File: config.mk
export PLATFORM = sky130hd
export DESIGN_NAME = sensor_window_statistics_top_flat
export DESIGN_NICKNAME = d
export VERILOG_FILES = /design/src/hdl/swst_pkg.sv /design/src/hdl/swst_in_if.sv /design/src/hdl/swst_out_if.sv /design/src/hdl/swst_hist_store.sv /design/src/hdl/swst_chan_store.sv /design/src/hdl/swst_divider.sv /design/src/hdl/sensor_window_statistics_top.sv /design/src/flat_wrapper.sv
export SDC_FILE = /design/constraint.sdc
export NUM_CORES = 2
export LEC_CHECK = 0
export BUFFER_PORTS_ARGS = -buffer_cell sky130_fd_sc_hd__buf_2
export CORE_MARGIN = 2
export CORE_UTILIZATION = 40
export DETAILED_ROUTE_END_ITERATION = 7
export GPL_TIMING_DRIVEN = 0
export PLACE_DENSITY = 0.61
export SLEW_MARGIN = 5
export SYNTH_ARGS = -nofsm -noshare
export SYNTH_HDL_FRONTEND = slang
export SYNTH_HIERARCHICAL = 1
export SYNTH_SLANG_ARGS = --single-unit
File: constraint.sdc
create_clock -name clk -period 8.6 [get_ports clk]
set_input_delay 1.72 -clock clk [delete_from_list [all_inputs] [get_ports clk]]
set_output_delay 1.72 -clock clk [all_outputs]
set_load 0.02 [all_outputs]
File: src/hdl/swst_pkg.sv
// swst_pkg: shared constants, types and state codes of the sensor window statistics block
// no dependencies; every other file of the block refers to it by scoped names
`default_nettype none

package swst_pkg;

  localparam int DEPTH     = 16;
  localparam int CHANNELS  = 6;

  localparam int CH_W      = 3;
  localparam int SAMPLE_W  = 16;
  localparam int SLOT_W    = (DEPTH > 1) ? $clog2(DEPTH) : 1;
  localparam int FILL_W    = $clog2(DEPTH + 1);
  localparam int SUM_W     = SAMPLE_W + $clog2(DEPTH);
  localparam int CH_IDX_W  = (CHANNELS > 1) ? $clog2(CHANNELS) : 1;
  localparam int HIST_DEPTH = CHANNELS * DEPTH;
  localparam int HIST_AW   = (HIST_DEPTH > 1) ? $clog2(HIST_DEPTH) : 1;
  localparam int DIV_CNT_W = $clog2(SUM_W);

  typedef logic [CH_W-1:0]            channel_t;
  typedef logic signed [SAMPLE_W-1:0] sample_t;
  typedef logic [CH_IDX_W-1:0]        ch_idx_t;
  typedef logic [HIST_AW-1:0]         hist_addr_t;

  localparam sample_t SAMPLE_MAX = {1'b0, {(SAMPLE_W-1){1'b1}}};
  localparam sample_t SAMPLE_MIN = {1'b1, {(SAMPLE_W-1){1'b0}}};

  // per-channel record kept in the channel store
  typedef struct packed {
    logic [SLOT_W-1:0]        slot;
    logic [FILL_W-1:0]        fill;
    logic signed [SUM_W-1:0]  sum;
    sample_t                  low;
    sample_t                  high;
  } chan_rec_t;

  localparam chan_rec_t REC_RESET = '{
    slot: '0, fill: '0, sum: '0, low: SAMPLE_MAX, high: SAMPLE_MIN
  };

  // divider status seen by the sequencer
  typedef struct packed {
    logic busy;
    logic done;
  } div_stat_t;

  typedef enum logic [2:0] {
    S_IDLE,
    S_HREAD,
    S_UPDATE,
    S_DIV,
    S_DONE
  } state_t;

endpackage

`default_nettype wire

File: src/hdl/swst_in_if.sv
// swst_in_if: sample input channel, valid/ready with channel tag and sample
// depends on swst_pkg
`default_nettype none

interface swst_in_if;
  logic               valid;
  logic               ready;
  swst_pkg::channel_t channel;
  swst_pkg::sample_t  sample;

  modport source (output valid, output channel, output sample, input ready);
  modport sink   (input valid, input channel, input sample, output ready);
endinterface

`default_nettype wire

File: src/hdl/swst_out_if.sv
// swst_out_if: result channel, valid/ready with channel, mean, minimum, maximum
// depends on swst_pkg
`default_nettype none

interface swst_out_if;
  logic               valid;
  logic               ready;
  swst_pkg::channel_t channel_out;
  swst_pkg::sample_t  mean;
  swst_pkg::sample_t  minimum;
  swst_pkg::sample_t  maximum;

  modport source (output valid, output channel_out, output mean, output minimum,
                  output maximum, input ready);
  modport sink   (input valid, input channel_out, input mean, input minimum,
                  input maximum, output ready);
endinterface

`default_nettype wire

File: src/hdl/swst_hist_store.sv
// swst_hist_store: sample history memory, one entry per channel and window slot
// depends on swst_pkg; one write and one registered read per cycle
`default_nettype none

module swst_hist_store (
  input  wire                  clk,
  input  wire                  wr_en,
  input  swst_pkg::hist_addr_t wr_addr,
  input  swst_pkg::sample_t    wr_data,
  input  wire                  rd_en,
  input  swst_pkg::hist_addr_t rd_addr,
  output swst_pkg::sample_t    rd_data
);

  swst_pkg::sample_t mem [swst_pkg::HIST_DEPTH];
  swst_pkg::sample_t rd_data_r;

  always_ff @(posedge clk) begin
    if (wr_en) begin
      mem[wr_addr] <= wr_data;
    end
  end

  always_ff @(posedge clk) begin
    if (rd_en) begin
      rd_data_r <= mem[rd_addr];
    end
  end

  assign rd_data = rd_data_r;

endmodule

`default_nettype wire

File: src/hdl/swst_chan_store.sv
// swst_chan_store: per-channel record memory with valid bits standing in for reset
// depends on swst_pkg; an entry never written reads as the reset record
`default_nettype none

module swst_chan_store (
  input  wire                  clk,
  input  wire                  rst_n,
  input  wire                  wr_en,
  input  swst_pkg::ch_idx_t    wr_idx,
  input  swst_pkg::chan_rec_t  wr_rec,
  input  wire                  rd_en,
  input  swst_pkg::ch_idx_t    rd_idx,
  output swst_pkg::chan_rec_t  rd_rec
);

  swst_pkg::chan_rec_t           mem [swst_pkg::CHANNELS];
  logic [swst_pkg::CHANNELS-1:0] vld_r;
  swst_pkg::chan_rec_t           rd_data_r;
  logic                          rd_vld_r;

  always_ff @(posedge clk) begin
    if (wr_en) begin
      mem[wr_idx] <= wr_rec;
    end
    if (rd_en) begin
      rd_data_r <= mem[rd_idx];
    end
  end

  always_ff @(posedge clk) begin
    if (!rst_n) begin
      vld_r    <= '0;
      rd_vld_r <= 1'b0;
    end else begin
      if (wr_en) begin
        vld_r[wr_idx] <= 1'b1;
      end
      if (rd_en) begin
        rd_vld_r <= vld_r[rd_idx];
      end
    end
  end

  assign rd_rec = rd_vld_r ? rd_data_r : swst_pkg::REC_RESET;

endmodule

`default_nettype wire

File: src/hdl/swst_divider.sv
// swst_divider: serial restoring divide of the signed window sum by the fill count
// depends on swst_pkg; one quotient bit per cycle, quotient truncated toward zero
`default_nettype none

module swst_divider (
  input  wire                            clk,
  input  wire                            rst_n,
  input  wire                            start,
  input  wire signed [swst_pkg::SUM_W-1:0] dividend,
  input  wire [swst_pkg::FILL_W-1:0]     divisor,
  output swst_pkg::div_stat_t            stat,
  output swst_pkg::sample_t              quotient
);

  logic                           busy_r;
  logic                           done_r;
  logic                           neg_r;
  logic [swst_pkg::SUM_W-1:0]     mag_r;
  logic [swst_pkg::FILL_W-1:0]    rem_r;
  logic [swst_pkg::FILL_W-1:0]    dsr_r;
  logic [swst_pkg::DIV_CNT_W-1:0] cnt_r;

  logic [swst_pkg::FILL_W:0]      partial;
  logic [swst_pkg::FILL_W:0]      trial;
  logic                           fits;
  logic [swst_pkg::SUM_W-1:0]     abs_in;
  logic [swst_pkg::SUM_W-1:0]     q_signed;

  assign abs_in  = dividend[swst_pkg::SUM_W-1] ? (swst_pkg::SUM_W'(0) - dividend)
                                               : dividend;
  assign partial = {rem_r, mag_r[swst_pkg::SUM_W-1]};
  assign fits    = partial >= {1'b0, dsr_r};
  assign trial   = partial - {1'b0, dsr_r};

  always_ff @(posedge clk) begin
    if (start) begin
      neg_r <= dividend[swst_pkg::SUM_W-1];
      mag_r <= abs_in;
      rem_r <= '0;
      dsr_r <= divisor;
      cnt_r <= swst_pkg::DIV_CNT_W'(swst_pkg::SUM_W - 1);
    end else if (busy_r) begin
      // quotient bits shift in where dividend bits leave
      mag_r <= {mag_r[swst_pkg::SUM_W-2:0], fits};
      rem_r <= fits ? trial[swst_pkg::FILL_W-1:0] : partial[swst_pkg::FILL_W-1:0];
      cnt_r <= cnt_r - 1'b1;
    end
  end

  always_ff @(posedge clk) begin
    if (!rst_n) begin
      busy_r <= 1'b0;
      done_r <= 1'b0;
    end else begin
      done_r <= 1'b0;
      if (start) begin
        busy_r <= 1'b1;
      end else if (busy_r && cnt_r == '0) begin
        busy_r <= 1'b0;
        done_r <= 1'b1;
      end
    end
  end

  assign q_signed  = neg_r ? (swst_pkg::SUM_W'(0) - mag_r) : mag_r;
  assign quotient  = q_signed[swst_pkg::SAMPLE_W-1:0];
  assign stat.busy = busy_r;
  assign stat.done = done_r;

endmodule

`default_nettype wire

File: src/hdl/sensor_window_statistics_top.sv
// sensor_window_statistics_top: per-channel sliding window mean and running min/max
// depends on swst_pkg, swst_in_if, swst_out_if, swst_hist_store, swst_chan_store,
// swst_divider
//
//   channel   dir  word                                   handshake
//   in_ch     in   channel (3b), sample (16b signed)      valid/ready
//   out_ch    out  channel_out, mean, minimum, maximum    valid/ready
//
// one word in flight: the next word is taken only once the last has passed the
// serial divider, which produces one quotient bit per cycle
// reset (rst_n low, synchronous) clears the sequencer, the output valid and the
// channel store valid bits; history read data is only used once written
// the result sits in an output register, so a new word is taken while the last
// result waits; a stalled out_ch holds the sequencer before it loads the next one
`default_nettype none

module sensor_window_statistics_top (
  input  wire               clk,
  input  wire               rst_n,
  swst_in_if.sink           in_ch,
  swst_out_if.source        out_ch
);

  swst_pkg::state_t    state_r;
  swst_pkg::state_t    state_nxt;

  // working registers of the word in flight
  swst_pkg::channel_t  ch_r;
  swst_pkg::sample_t   sample_r;
  logic                bad_r;
  swst_pkg::chan_rec_t rec_r;
  swst_pkg::chan_rec_t rec_nxt;

  // output register
  logic                out_valid_r;
  swst_pkg::channel_t  out_channel_r;
  swst_pkg::sample_t   out_mean_r;
  swst_pkg::sample_t   out_min_r;
  swst_pkg::sample_t   out_max_r;

  // store and divider hookup
  swst_pkg::chan_rec_t st_rd_rec;
  swst_pkg::sample_t   hist_rd_data;
  swst_pkg::hist_addr_t hist_addr;
  swst_pkg::ch_idx_t   ch_idx;
  swst_pkg::ch_idx_t   in_idx;
  swst_pkg::div_stat_t div_stat;
  swst_pkg::sample_t   div_quot;

  logic                in_accept;
  logic                in_good;
  logic                st_rd_en;
  logic                hist_rd_en;
  logic                upd_en;
  logic                out_load;
  logic                out_free;

  logic                full;
  logic signed [swst_pkg::SUM_W-1:0] drop;

  assign in_accept = in_ch.valid && in_ch.ready;
  assign in_good   = int'(in_ch.channel) < swst_pkg::CHANNELS;
  assign in_idx    = swst_pkg::CH_IDX_W'(in_ch.channel);
  assign ch_idx    = swst_pkg::CH_IDX_W'(ch_r);
  assign out_free  = !out_valid_r || out_ch.ready;

  // entry address is channel base plus ring slot; same slot is read then written
  always_comb begin
    hist_addr = swst_pkg::HIST_AW'(int'(ch_idx) * swst_pkg::DEPTH
                                   + int'(rec_r.slot));
    if (state_r == swst_pkg::S_HREAD) begin
      hist_addr = swst_pkg::HIST_AW'(int'(ch_idx) * swst_pkg::DEPTH
                                     + int'(st_rd_rec.slot));
    end
  end

  // next state
  always_comb begin
    state_nxt = state_r;
    case (state_r)
      swst_pkg::S_IDLE: begin
        if (in_accept) begin
          state_nxt = in_good ? swst_pkg::S_HREAD : swst_pkg::S_DONE;
        end
      end
      swst_pkg::S_HREAD:  state_nxt = swst_pkg::S_UPDATE;
      swst_pkg::S_UPDATE: state_nxt = swst_pkg::S_DIV;
      swst_pkg::S_DIV: begin
        if (div_stat.done) begin
          state_nxt = swst_pkg::S_DONE;
        end
      end
      swst_pkg::S_DONE: begin
        if (out_free) begin
          state_nxt = swst_pkg::S_IDLE;
        end
      end
      default: state_nxt = swst_pkg::S_IDLE;
    endcase
  end

  // sequencer outputs
  always_comb begin
    in_ch.ready = 1'b0;
    st_rd_en    = 1'b0;
    hist_rd_en  = 1'b0;
    upd_en      = 1'b0;
    out_load    = 1'b0;
    case (state_r)
      swst_pkg::S_IDLE: begin
        in_ch.ready = 1'b1;
        st_rd_en    = in_ch.valid && in_good;
      end
      swst_pkg::S_HREAD:  hist_rd_en = 1'b1;
      swst_pkg::S_UPDATE: upd_en     = 1'b1;
      swst_pkg::S_DIV:    ;
      swst_pkg::S_DONE:   out_load   = out_free;
      default:            ;
    endcase
  end

  // record update: drop the oldest entry once the window is full
  assign full = int'(rec_r.fill) >= swst_pkg::DEPTH;
  assign drop = full ? swst_pkg::SUM_W'(hist_rd_data) : '0;

  always_comb begin
    rec_nxt      = rec_r;
    rec_nxt.sum  = rec_r.sum - drop + swst_pkg::SUM_W'(sample_r);
    rec_nxt.fill = full ? rec_r.fill : rec_r.fill + 1'b1;
    rec_nxt.slot = (int'(rec_r.slot) == swst_pkg::DEPTH - 1) ? '0 : rec_r.slot + 1'b1;
    if (sample_r > rec_r.high) begin
      rec_nxt.high = sample_r;
    end
    if (sample_r < rec_r.low) begin
      rec_nxt.low = sample_r;
    end
  end

  always_ff @(posedge clk) begin
    if (!rst_n) begin
      state_r     <= swst_pkg::S_IDLE;
      out_valid_r <= 1'b0;
    end else begin
      state_r <= state_nxt;
      if (out_load) begin
        out_valid_r <= 1'b1;
      end else if (out_ch.ready) begin
        out_valid_r <= 1'b0;
      end
    end
  end

  always_ff @(posedge clk) begin
    if (in_accept) begin
      ch_r     <= in_ch.channel;
      sample_r <= in_ch.sample;
      bad_r    <= !in_good;
    end
    if (state_r == swst_pkg::S_HREAD) begin
      rec_r <= st_rd_rec;
    end else if (upd_en) begin
      rec_r <= rec_nxt;
    end
    if (out_load) begin
      out_channel_r <= ch_r;
      out_mean_r    <= bad_r ? '0 : div_quot;
      out_min_r     <= bad_r ? '0 : rec_r.low;
      out_max_r     <= bad_r ? '0 : rec_r.high;
    end
  end

  // one word at a time: the record write lands before the next read, no forwarding
  swst_chan_store u_chan_store (
    .clk     (clk),
    .rst_n   (rst_n),
    .wr_en   (upd_en),
    .wr_idx  (ch_idx),
    .wr_rec  (rec_nxt),
    .rd_en   (st_rd_en),
    .rd_idx  (in_idx),
    .rd_rec  (st_rd_rec)
  );

  swst_hist_store u_hist_store (
    .clk     (clk),
    .wr_en   (upd_en),
    .wr_addr (hist_addr),
    .wr_data (sample_r),
    .rd_en   (hist_rd_en),
    .rd_addr (hist_addr),
    .rd_data (hist_rd_data)
  );

  swst_divider u_divider (
    .clk      (clk),
    .rst_n    (rst_n),
    .start    (upd_en),
    .dividend (rec_nxt.sum),
    .divisor  (rec_nxt.fill),
    .stat     (div_stat),
    .quotient (div_quot)
  );

  assign out_ch.valid       = out_valid_r;
  assign out_ch.channel_out = out_channel_r;
  assign out_ch.mean        = out_mean_r;
  assign out_ch.minimum     = out_min_r;
  assign out_ch.maximum     = out_max_r;

endmodule

`default_nettype wire
File: src/flat_wrapper.sv
// flat-port wrapper written by rule: the top's interface ports become plain ports
module sensor_window_statistics_top_flat 
  (clk, rst_n, in_ch_valid, in_ch_channel, in_ch_sample, in_ch_ready, out_ch_valid, out_ch_channel_out, out_ch_mean, out_ch_minimum, out_ch_maximum, out_ch_ready);
  swst_in_if in_ch_i ();
  swst_out_if out_ch_i ();
  input  wire clk;
  input  wire rst_n;
  input wire logic [$bits(in_ch_i.valid)-1:0] in_ch_valid;
  input wire logic [$bits(in_ch_i.channel)-1:0] in_ch_channel;
  input wire logic [$bits(in_ch_i.sample)-1:0] in_ch_sample;
  output wire logic [$bits(in_ch_i.ready)-1:0] in_ch_ready;
  output wire logic [$bits(out_ch_i.valid)-1:0] out_ch_valid;
  output wire logic [$bits(out_ch_i.channel_out)-1:0] out_ch_channel_out;
  output wire logic [$bits(out_ch_i.mean)-1:0] out_ch_mean;
  output wire logic [$bits(out_ch_i.minimum)-1:0] out_ch_minimum;
  output wire logic [$bits(out_ch_i.maximum)-1:0] out_ch_maximum;
  input wire logic [$bits(out_ch_i.ready)-1:0] out_ch_ready;
  assign in_ch_i.valid = in_ch_valid;
  assign in_ch_i.channel = in_ch_channel;
  assign in_ch_i.sample = in_ch_sample;
  assign in_ch_ready = in_ch_i.ready;
  assign out_ch_valid = out_ch_i.valid;
  assign out_ch_channel_out = out_ch_i.channel_out;
  assign out_ch_mean = out_ch_i.mean;
  assign out_ch_minimum = out_ch_i.minimum;
  assign out_ch_maximum = out_ch_i.maximum;
  assign out_ch_i.ready = out_ch_ready;
  sensor_window_statistics_top u_core (.clk(clk), .rst_n(rst_n), .in_ch(in_ch_i), .out_ch(out_ch_i));
endmodule
* Word-level counts from Yosys, hierarchy flattened
Memories as Yosys holds them, arrays and structs flattened. A register that Yosys moved wholly into a read port is not among the register bits. Cells that the tools add are included.
Word-level totals: flip-flop bits (word level) 181, bits in writable memories 1902, bits of input ports 23, word-level logic and storage cells 103, memories 2
Memory list:
- u_core.u_hist_store.mem | words 96, width 16, rd ports 1, clocked after Yosys merged registers in 1, write ports 1, RTL line swst_hist_store.sv:15 | swst_pkg::sample_t mem [swst_pkg::HIST_DEPTH];
- u_core.u_chan_store.mem | words 6, width 61, rd ports 1, clocked after Yosys merged registers in 1, write ports 1, RTL line swst_chan_store.sv:16 | swst_pkg::chan_rec_t mem [swst_pkg::CHANNELS];
Cells by class: $add $sub $neg 10, magnitude comparators 8, equal/unequal tests 8, mux-type cells 35, bitwise gates (word level) 2, reductions and logical operators 15
Operator list (number):
- 61-bit 2-to-1 mux | 3
- 20-bit 2-to-1 mux | 4
- 16-bit 2-to-1 mux | 3
- 20-bit by 16-bit adder with 20-bit output | 1
- 1-bit by 20-bit subtractor with 20-bit output (first input constant) | 1
- 20-bit subtractor | 1
- 16-bit > comparator | 1
- 16-bit less-than comparator | 1
- 1-bit by 16-bit subtractor with 16-bit output (first input constant) | 1
- 3-bit one-hot mux with 5 select lines | 1
- 7-bit by 4-bit adder with 7-bit output | 2
- 1-bit 2-to-1 mux | 14
- 3-bit 2-to-1 mux | 4
- 5-bit 2-to-1 mux | 2
- 3-bit by 4-bit less-than comparator with 1-bit output (second input constant) | 2
- 2-bit nonzero test | 4
- 7-bit 2-to-1 mux | 1
- 3-bit by 2-bit == test with 1-bit output (second input constant) | 2
- 6-bit by 5-bit greater-or-equal comparator with 1-bit output | 1
- 6-bit OR | 1
- 5-bit by 1-bit adder with 5-bit output (second input constant) | 1
- 5-bit greater-or-equal comparator (second input constant) | 1
- 5-bit logical NOT | 1
- 5-bit by 1-bit subtractor with 5-bit output (second input constant) | 1
- 19 further kinds | 24

* Longest topological paths before layout
word-level depth 7, depth in mapped cells 19, mapped depth without buffers 15

* Modules after synthesis
Netlist, hierarchy kept.
Modules (own cells, without submodules):
- swst_hist_store | times used 1, cells each 2614, area an instance 59404.5 um^2
- swst_chan_store | times used 1, cells each 803, area an instance 16503.3 um^2
- sensor_window_statistics_top | times used 1, cells each 729, area an instance 8115.3 um^2
- swst_divider | times used 1, cells each 277, area an instance 2597.5 um^2

* Worst setup path before layout
Ideal clock, no wire load.
kind register to register, from register u_core.state_r[1], to memory u_core/u_chan_store/mem[4][0] (netlist name), enable pin, setup time 0.570 ns, arrival 5.965 ns, required time 8.030 ns, slack 2.065 ns, cell stages (with the launch flop) 4, path buffers 0, clock period less this slack 6.535 ns, cells stage by stage dfxtp_1 -> nor3b_1 -> nand2b_1 -> nor3b_1
Between the ends: cells in the longest elaborated chain, start to end 4
Ends and longest elaborated chain:
- start, declared | RTL line sensor_window_statistics_top.sv:24 | swst_pkg::state_t state_r;
- start signal, assigned | RTL line sensor_window_statistics_top.sv:141 | state_r <= swst_pkg::S_IDLE;
- start signal, assigned | RTL line sensor_window_statistics_top.sv:144 | state_r <= state_nxt;
- 3-bit by 2-bit == test with 1-bit output | RTL line sensor_window_statistics_top.sv:109 | case (state_r)
- 1-bit 2-to-1 mux | RTL line sensor_window_statistics_top.sv:109
- net u_core.upd_en | RTL line sensor_window_statistics_top.sv:54 | logic upd_en;
- 1-bit 2-to-1 mux | RTL line swst_chan_store.sv:22 | if (wr_en) begin
- 1-bit 2-to-1 mux (not written as such) | RTL line swst_chan_store.sv:23 | mem[wr_idx] <= wr_rec;
- end, declared | RTL line swst_chan_store.sv:16
The timed path passes the listed nets, and every way through them passes these cells.

* Worst setup path in the final report
from register u_core.state_r[0], to register u_core.u_hist_store.rd_data_r[3], in the netlist u_core/u_hist_store/rd_data[3] (read register of u_core.u_hist_store.mem), data pin
Between the ends: cells in the longest elaborated chain, start to end 2, elaborated cells between the ends (all ways) 3, those cells by class 1 x eq/ne; 2 x mux
Ends and longest elaborated chain:
- 3-bit by 1-bit == test with 1-bit output | RTL line sensor_window_statistics_top.sv:71 | if (state_r == swst_pkg::S_HREAD) begin
- 7-bit 2-to-1 mux | RTL line sensor_window_statistics_top.sv:71
- net u_core.hist_addr[3] | RTL line sensor_window_statistics_top.sv:44 | swst_pkg::hist_addr_t hist_addr;
- end, declared | RTL line swst_hist_store.sv:16 | swst_pkg::sample_t rd_data_r;
The timed path passes the listed nets, and every way through them passes these cells. A chain may end at the register's enable or synchronous reset.

==> flow_metrics.py <==
metrics = {
    "status": {
        "outcome": "finished, final reports clean",
    },
    "clocking": {
        "path_clk_slew_ns": 0.06,
        "clockBufferDepth": 3,
        "cts_resized": 0,
        "cts_buffers": 207,
        "postCtsSetupRepairBufs": 0,
        "holdBufCountCts": 0,
        "cts.sinks": 2160,
        "htree_num_levels": 4,
        "clock_latency_ns": 0.86,
        "root_buffer": "clkbuf_16",
        "cts_tree": "yes",
    },
    "place": {
        "io_buffers": 75,
        "dp_hpwl_um": 168000,
        "pre_cts_ws_ns": 2.10,
        "gp_congestion": 0.948,
        "dp.cells": 7553,
        "place_area_um2": 94800,
    },
    "routing": {
        "via_per_inst": 5.78,
        "drt-total-wl_um": 237000,
        "drtPass1Iterations": 6,
        "num_vias": 45900,
        "final_antenna_net_count": 0,
        "drtIter0Drc": 6001,
        "wl_per_cell_um": 29.9,
        "drc_errors": 0,
    },
    "timing": {
        "period_needed_ns": 6.71,
        "grt_setup_unrepaired": "no",
        "fin_ws_ns": 1.89,
        "worst_hold_slack_ns": 0.460,
        "worst_slew_pin_slew_ns": 1.46,
        "hold_violations": 0,
        "finalCritPeriodShare": 0.780,
        "fmax_mhz": 149,
        "slew_headroom": 0.0232,
        "skew_ns": 0.0391,
        "slew_violations": 0,
        "setup_viol": 0,
    },
    "synthesis": {
        "synth_cells": 4422,
        "synth.cell_area_um2": 86600,
        "synthesis.nets": 4529,
        "avgSynthCellArea_um2": 19.6,
        "yosysWarnings": 6,
    },
    "pwr": {
        "comb_power_share": 0.206,
        "power_uw": 27200,
        "power_frac_seq": 0.462,
        "peakVddDrop_mv": 0.223,
        "leakage_uw": 0.0332,
        "switching_share": 0.286,
        "clkPwrFrac": 0.332,
        "intPower_uw": 19400,
        "p_sw_uw": 7790,
        "power_density_nw_per_um2": 268,
    },
    "worst_setup_path": {
        "end_kind": "flip-flop",
        "critPathMaxFanout": 15,
        "worstPathArrival_ns": 7.22,
        "required_ns": 9.11,
        "critPathLaunchType": "flip-flop",
        "worstSetupPathType": "flip-flop to flip-flop",
    },
    "final_layout": {
        "stdcell_count": 7932,
        "fin_nets": 5031,
        "final_area_um2": 102000,
        "nFillCells": 17700,
        "areaGrowthSynthToFinish_pct": 17.2,
        "drive_above_1_share": 0.256,
    },
    "floorplan": {
        "row_count": 170,
        "coreArea_um2": 215000,
        "fp.dieH_um": 469,
        "initial_core_util": 0.403,
        "ios": 76,
        "dieWidth_um": 469,
        "die_area_um2": 220000,
    },
    "flow_run": {
        "cap_viol_max_count": 0,
    },
    "global_routing": {
        "grt_pass1_vias": 45300,
        "grt_pass1_wl_um": 337000,
        "grt_max_degree": 44,
        "antenna_found_initial": 12,
        "grt_use_total": 0.213,
        "overflow": 0,
    },
    "hold_path": {
        "hold_class": "flip-flop to flip-flop",
    },
}
==> cell type report <==
type,instances,area (um2),area share
timing repair buffer,293,4330,0.0426
tap,2838,3550,0.0350
multi-input combinational,1914,20600,0.203
buffer,222,1220,0.0121
clock inverter,127,1280,0.0126
inverter,126,473,0.00466
clock buffer,250,5410,0.0533
sequential,2160,64600,0.637
antenna,2,5.00,0.0000493
==> per-layer routing <==
metal  share of wire  vias up  wire, um  global-route usage
met4           0.042        2      9910              0.0822
met5        0.000046        -        11                   0
met1            0.41    24300     96400               0.298
met3           0.088      428     20800              0.0403
li1                -    18900         -                   -
met2            0.46     2256    110000               0.334
==> state kept, by name, indices dropped and copies added, names as in the netlist, 3 cells and up <==
register	count
u_core/ch_idx	3
u_core/out_ch.channel_out	3
u_core/out_ch.maximum	16
u_core/out_ch.mean	16
u_core/out_ch.minimum	16
u_core/rec_r	61
u_core/sample_r	16
u_core/state_r	3
u_core/u_chan_store/mem	366
u_core/u_chan_store/rd_data_r	61
u_core/u_chan_store/vld_r	6
u_core/u_divider/cnt_r	5
u_core/u_divider/dsr_r	5
u_core/u_divider/mag_r	20
u_core/u_divider/rem_r	5
u_core/u_hist_store/mem	1536
u_core/u_hist_store/rd_data	16
==> metrics by stage <==
step,util,TNS [ns]
after floorplan,-,0
after global placement,0.421,-549.83
after detailed placement,0.441,0
after CTS,0.472,0
after global routing,0.472,0
final,0.473,0
==> power by group through the flow <==
stage,logic [uW],clock network [uW],registers (uW)
final,5600,9020,12600
after global routing,6020,9580,12600
after CTS,5600,9170,12600
after detailed placement,5570,0,12800
after global placement,5130,0,13000
after floorplan,3420,0,12800
==> path summary, 6_finish.rpt <==
check	from	to	slack [ns]	cells after the start
max	u_core/state_r[0]	u_core/u_hist_store/rd_data[3]	1.89	14
min	u_core/u_divider/rem_r[4]	u_core/u_divider/rem_r[4]	0.46	2
max reg2reg	u_core/state_r[0]	u_core/u_hist_store/rd_data[3]	1.89	14
min reg2reg	u_core/u_divider/rem_r[4]	u_core/u_divider/rem_r[4]	0.46	2
==> worst max-delay path, cell delays in order, from the launching register on <==
cell	delay (ns)
dfxtp_1	0.45
inv_1	0.09
or3_1	0.31
clkbuf_1	0.44
clkinv_1	0.39
clkbuf_1	0.52
nand2_1	0.12
nand2_1	0.73
buf_2	0.51
buf_2	0.52
clkbuf_1	0.71
buf_2	0.51
a21oi_1	0.20
a21oi_1	0.50
nand3_1	0.33
==> cell usage in the layout (no fill, tap or decap), types with 22 or more instances in the layout <==
master and count:
nand2_1 171, inv_1 125, a22oi_1 45, clkinv_1 44
nor2b_1 39, mux2_2 50, buf_8 83, nor2_1 167
buf_6 53, o21ai_0 28, dfxtp_1 23, and2_1 62
nand2b_1 31, o2111ai_1 22, buf_4 55, a21oi_1 148
xor2_1 23, o22ai_1 27, ha_1 64, clkbuf_16 208
mux2i_1 171, mux4_2 399, buf_16 73, clkbuf_1 121
nor2_2 88, buf_2 143, edfxtp_1 2137, xnor2_1 30
mux4_1 53, nand3_1 62, clkinv_2 33
Note: power is estimated with default switching activity, not from simulation.
